File: src/design/assert_macros.svh
// Assertion macros shared by the uv sphere vertex generator RTL.
// Standalone header; no dependencies.
`ifndef ASSERT_MACROS_SVH
`define ASSERT_MACROS_SVH
`ifndef SYNTHESIS
`define UVS_ASSERT(label, clk, rst_n, prop, msg) \
  label: assert property (@(posedge clk) disable iff (!rst_n) prop) else $error(msg);
`define UVS_ASSERT_ALWAYS(label, clk, prop, msg) \
  label: assert property (@(posedge clk) prop) else $error(msg);
`else
`define UVS_ASSERT(label, clk, rst_n, prop, msg)
`define UVS_ASSERT_ALWAYS(label, clk, prop, msg)
`endif
`endif

File: src/design/uvs_pkg.sv
// Package for the uv sphere vertex generator: constants, types and tables.
// No dependencies.
`timescale 1ns / 1ps
package uvs_pkg;

  localparam int MAX_DIVISIONS = 256;
  localparam int CORDIC_STEPS  = 16;
  localparam int DIV_W         = $clog2(MAX_DIVISIONS + 1);
  localparam int TEX_BITS      = 16;
  localparam int CW            = 34;
  localparam int STEP_W        = 5;
  localparam int MUL_OPS       = 6;

  localparam logic [31:0] CORDIC_GAIN = 32'd652032874;
  localparam logic [31:0] RAD_SCALE   = 32'd3373259426;

  localparam logic [1:0] REG_RADIUS  = 2'd0;
  localparam logic [1:0] REG_COLUMNS = 2'd1;
  localparam logic [1:0] REG_ROWS    = 2'd2;
  localparam logic [1:0] REG_INWARD  = 2'd3;

  typedef enum logic [2:0] {
    S_IDLE, S_DIV_U, S_DIV_V, S_ANG_T, S_COR_T, S_ANG_P, S_COR_P, S_MUL_WB
  } uvs_state_t;

  typedef struct packed {
    logic              load_in;
    logic              div_step;
    logic              div_last;
    logic              div_sel_v;
    logic              cor_init;
    logic              cor_step;
    logic              cor_last;
    logic              cor_sel_p;
    logic              mul_en;
    logic              out_load;
    logic [STEP_W-1:0] step;
  } uvs_cmd_t;

  typedef struct packed {
    logic out_free;
  } uvs_status_t;

  typedef struct packed {
    logic [15:0] radius;
    logic [8:0]  columns;
    logic [8:0]  rows;
    logic        inward;
  } uvs_cfg_t;

  function automatic logic [DIV_W-1:0] eff_div(input logic [8:0] d);
    if (d == 9'd0) return DIV_W'(1);
    if (int'(d) > MAX_DIVISIONS) return DIV_W'(MAX_DIVISIONS);
    return DIV_W'(d);
  endfunction

  // atan(2^-i) in Q1.30.
  function automatic logic signed [CW-1:0] atan_q30(input logic [STEP_W-1:0] i);
    logic [31:0] v;
    case (i)
      5'd0:  v = 32'd843314857;
      5'd1:  v = 32'd497837829;
      5'd2:  v = 32'd263043837;
      5'd3:  v = 32'd133525159;
      5'd4:  v = 32'd67021687;
      5'd5:  v = 32'd33543516;
      5'd6:  v = 32'd16775851;
      5'd7:  v = 32'd8388437;
      5'd8:  v = 32'd4194283;
      5'd9:  v = 32'd2097149;
      5'd10: v = 32'd1048576;
      5'd11: v = 32'd524288;
      5'd12: v = 32'd262144;
      5'd13: v = 32'd131072;
      5'd14: v = 32'd65536;
      5'd15: v = 32'd32768;
      5'd16: v = 32'd16384;
      5'd17: v = 32'd8192;
      5'd18: v = 32'd4096;
      5'd19: v = 32'd2048;
      5'd20: v = 32'd1024;
      5'd21: v = 32'd512;
      5'd22: v = 32'd256;
      5'd23: v = 32'd128;
      default: v = 32'd0;
    endcase
    return signed'(CW'(v));
  endfunction

endpackage

File: src/design/uvs_ctrl.sv
// Controller state machine of the uv sphere vertex generator.
// Depends on uvs_pkg; drives the datapath through uvs_cmd_t.
`timescale 1ns / 1ps
module uvs_ctrl
  import uvs_pkg::*;
(
  input  logic        clk,
  input  logic        rst_n,
  input  logic        in_valid,
  output logic        in_ready,
  input  uvs_status_t status,
  output uvs_cmd_t    cmd
);

  uvs_state_t        state_r, state_nxt;
  logic [STEP_W-1:0] cnt_r, cnt_nxt;

  always_ff @(posedge clk) begin
    if (!rst_n) begin
      state_r <= S_IDLE;
      cnt_r   <= '0;
    end else begin
      state_r <= state_nxt;
      cnt_r   <= cnt_nxt;
    end
  end

  always_comb begin
    state_nxt = state_r;
    cnt_nxt   = cnt_r + STEP_W'(1);
    cmd       = '0;
    cmd.step  = cnt_r;
    in_ready  = 1'b0;
    unique case (state_r)
      S_IDLE: begin
        in_ready = 1'b1;
        cnt_nxt  = '0;
        if (in_valid) begin
          cmd.load_in = 1'b1;
          state_nxt   = S_DIV_U;
        end
      end
      S_DIV_U: begin
        cmd.div_step = 1'b1;
        if (cnt_r == STEP_W'(TEX_BITS - 1)) begin
          cmd.div_last = 1'b1;
          cnt_nxt      = '0;
          state_nxt    = S_DIV_V;
        end
      end
      S_DIV_V: begin
        cmd.div_step  = 1'b1;
        cmd.div_sel_v = 1'b1;
        if (cnt_r == STEP_W'(TEX_BITS - 1)) begin
          cmd.div_last = 1'b1;
          state_nxt    = S_ANG_T;
        end
      end
      S_ANG_T: begin
        cmd.cor_init = 1'b1;
        cnt_nxt      = '0;
        state_nxt    = S_COR_T;
      end
      S_COR_T: begin
        cmd.cor_step = 1'b1;
        if (cnt_r == STEP_W'(CORDIC_STEPS - 1)) begin
          cmd.cor_last = 1'b1;
          state_nxt    = S_ANG_P;
        end
      end
      S_ANG_P: begin
        cmd.cor_init  = 1'b1;
        cmd.cor_sel_p = 1'b1;
        cnt_nxt       = '0;
        state_nxt     = S_COR_P;
      end
      S_COR_P: begin
        cmd.cor_step  = 1'b1;
        cmd.cor_sel_p = 1'b1;
        if (cnt_r == STEP_W'(CORDIC_STEPS - 1)) begin
          cmd.cor_last = 1'b1;
          cnt_nxt      = '0;
          state_nxt    = S_MUL_WB;
        end
      end
      S_MUL_WB: begin
        if (cnt_r < STEP_W'(MUL_OPS)) begin
          cmd.mul_en = 1'b1;
        end else begin
          cnt_nxt = cnt_r;
          if (status.out_free) begin
            cmd.out_load = 1'b1;
            state_nxt    = S_IDLE;
          end
        end
      end
      default: state_nxt = S_IDLE;
    endcase
  end

endmodule

File: config.mk
export PLATFORM = sky130hd
export DESIGN_NAME = uvs_ctrl
export DESIGN_NICKNAME = d
export VERILOG_FILES = /design/src/design/assert_macros.svh /design/src/design/uvs_pkg.sv /design/src/design/uvs_ctrl.sv
export SDC_FILE = /design/constraint.sdc
export NUM_CORES = 1
export LEC_CHECK = 0
export BUFFER_PORTS_ARGS = -buffer_cell sky130_fd_sc_hd__buf_2
export CAP_MARGIN = 5
export CORE_MARGIN = 2
export CORE_UTILIZATION = 45
export DETAILED_ROUTE_END_ITERATION = 10
export HOLD_SLACK_MARGIN = 0.1
export PLACE_DENSITY = 0.77
export SLEW_MARGIN = 5
export SYNTH_ARGS = -nofsm -noshare
export SYNTH_HDL_FRONTEND = slang
export SYNTH_SLANG_ARGS = --single-unit
File: constraint.sdc
create_clock -name clk -period 3.4 [get_ports clk]
set_input_delay 0.17 -clock clk [delete_from_list [all_inputs] [get_ports clk]]
set_output_delay 0.17 -clock clk [all_outputs]
set_load 0.05 [all_outputs]
==> qor.csv <==
stage;metric;value;unit
place;DP Wirelength;1.14;mm
synthesis;Synth Instances;87;
routing;Routed wire per std cell;11.8;um
synthesis;yosys warns;0;
run_status;status;completed;
sta;RSZ-0062 raised after global routing;no;
clocking;Skew-Pair Late Insertion Delay;0.25;ns
global_routing;largest net degree at the start of global routing;16;
routing;Final ANT Viol Nets;0;
hold_path;Hold Path Depth;3;
routing;Initial DRC Count;9;
power;Max rail drop VDD;0.000364;V
setup_path;R2R Setup Slk;1.44;ns
cells_and_area;commonest non-fill, non-tap cell in the layout;buf_2;
routing;routed vias;693;
setup_path;r2r startpoint;cnt_r[0];
sta;Slew Limit Headroom;66.8;%
routing;Vias per Instance;5.68;
global_routing;vias in the first global route;550;
clocking;post-CTS sizing;0;
floorplan;Die Area;1860;sq um
flow_run;Max-Cap Viols;0;
cells_and_area;n_diodes;0;
clocking;Max clock buf depth;2;
power;Pwr Density;690;nW/um^2
hold_path;WHS Endpoint;cnt_r[2];
cells_and_area;most frequent cells in the layout;buf_2, nand2_1, nor2_1, dfxtp_1;
clocking;# H-tree levels;1;
clocking;Post-CTS Hold Fix Bufs;0;
cells_and_area;Area Overhead vs Synth;16.8;%
floorplan;core area;1470;sq um
sta;setup TNS;0;ns
global_routing;first-pass GRT wire length;2.33;mm
global_routing;initial antenna violation count;0;
setup_path;Worst R2R End;cnt_r[2];
synthesis;Seq/Total Area, Yosys;23.2;%
synthesis;Post-synth ARST share;0;%
cells_and_area;layout cells sized above 1;24.5;%
hold_path;min-delay worst type;in2reg;
floorplan;num rows;14;
setup_path;Worst EP required;3.59;ns
power;Pleak;0.000402;uW
routing;# DRC;0;
synthesis;Synth Area per Inst;7.94;sq um
place;Port Buffers;19;
clocking;Clock Sinks;8;
routing;drt first pass iters;4;
setup_path;CP Launch Type;flip-flop;
place;Placer Congestion;0.810;
clocking;CTS tree;built;
global_routing;GRT Util Overall;16.4;%
clocking;clk slew on worst S/H paths;0.06;ns
sta;fin crit share;57.6;%
floorplan;initial core utilization;46.9;%
place;Post-Place Setup Slack;1.46;ns
floorplan;Ports;20;
synthesis;Post-Syn Area;691;sq um
cells_and_area;Final #Nets;119;
sta;worst slew pin tran;0.497;ns
setup_path;crit path DAT;2.14;ns
setup_path;Reg2Reg Depth;8;
sta;final slew viol count;0;
sta;Final setup viols;0;
synthesis;Post-synth EDFFs;0;
floorplan;die width;43.2;um
sta;FMAX;0.511;GHz
sta;clk_skew;0.00344;ns
sta;setup ws final;1.44;ns
synthesis;ys flop type;dfxtp_1;
setup_path;kind of critical path;reg2reg;
synthesis;Netlist cell types;33;
hold_path;hold wc startpoint;rst_n;
clocking;Root Buffer;clkbuf_4;
synthesis;#FFs+latches synth;8;
setup_path;Crit Path Max Fanout;5;
synthesis;Syn Nets;98;
sta;Final Hold Viols;0;
setup_path;Setup crit end kind;flip-flop;
clocking;setup bufs post-CTS;0;
sta;final worst path period need;1.96;ns
clocking;CTS Buf Count;3;
routing;routed wire length;1.44;mm
global_routing;gr ovfl total;0;
floorplan;die height;43.2;um
synth_stat cells, drive strengths merged, types with 2 or more instances:
master | count | share of area (%)
nand3b | 3 | 3.3
ha | 7 | 13
buf | 2 | 2.4
a21oi | 2 | 1.4
a211o | 2 | 2.5
nand2b | 2 | 1.8
nand3 | 2 | 1.4
a21boi | 3 | 3.3
o31ai | 2 | 2.2
inv | 7 | 3.8
a221oi | 2 | 5.1
nand2 | 11 | 6.0
dfxtp | 8 | 23
and2 | 6 | 5.4
o21ai | 4 | 2.9
nor2 | 10 | 5.4
critical path: stages, from the launching register on:
cell	delay (ns)
dfxtp_1	0.34
ha_1	0.23
nand3_1	0.11
inv_1	0.05
ha_1	0.22
mux2_4	0.29
a221oi_4	0.35
nand4b_1	0.14
a31oi_1	0.16
registers in the layout, summed over array words and instances (netlist names):
signal	flops
cnt_r	5
state_r	3
per-layer routing:
metal,up-vias,wire length [um],track usage [%]
met4,0,13,6.67
li1,344,-,-
met3,3,117,4.26
met1,316,677,22.7
met2,30,636,23.9
met5,-,0,0
power breakdown:
group          total, uW  switching (uW)  internal, uW
logic                350             242           108
registers            133            21.6           111
clock network       73.8            33.4          40.5
how the worst max path moves through the flow:
stage	start	end	slack, ns
after floorplan	state_r[1]	cmd[12]	1.28
after global placement	cnt_r[0]	cnt_r[2]	1.52
after detailed placement	cnt_r[0]	cnt_r[2]	1.46
after CTS	cnt_r[0]	cnt_r[2]	1.45
after global routing	cnt_r[0]	cnt_r[2]	1.34
final	cnt_r[0]	cnt_r[2]	1.44
cells by family (layout without fill, tap and decap cells):
| family | count (synthesis) | count (layout) | synth area share [%] |
|---|---|---|---|
| and+or+nand+nor | 40 | 40 | 29.4 |
| muxes | 2 | 2 | 3.62 |
| adders and majority gates | 7 | 7 | 12.7 |
| DFF | 8 | 8 | 23.2 |
| xor gates and xnor gates | 1 | 1 | 1.27 |
| buffers and inverters | 10 | 29 | 6.88 |
| AOI/OAI and AO/OA | 19 | 19 | 23.0 |
cell type report:
type / instances / area (sq um)
multi-input combinational: 69 / 483
sequential: 8 / 160
inverter: 7 / 26.3
tap: 16 / 20.0
fill: 155 / 664
timing repair buffer: 19 / 95.1
clock buffer: 3 / 22.5
metrics by stage:
step,area (sq um),hold WS (ns),util (%),std cells,power (uW)
after global placement,785,0.473,53.3,119,478
after global routing,807,0.210,54.8,122,598
after CTS,807,0.198,54.8,122,559
after detailed placement,785,0.470,53.3,119,484
final,807,0.206,54.8,122,557
after floorplan,691,0.279,-,87,423
No activity file was read; power rests on OpenSTA's default activity.
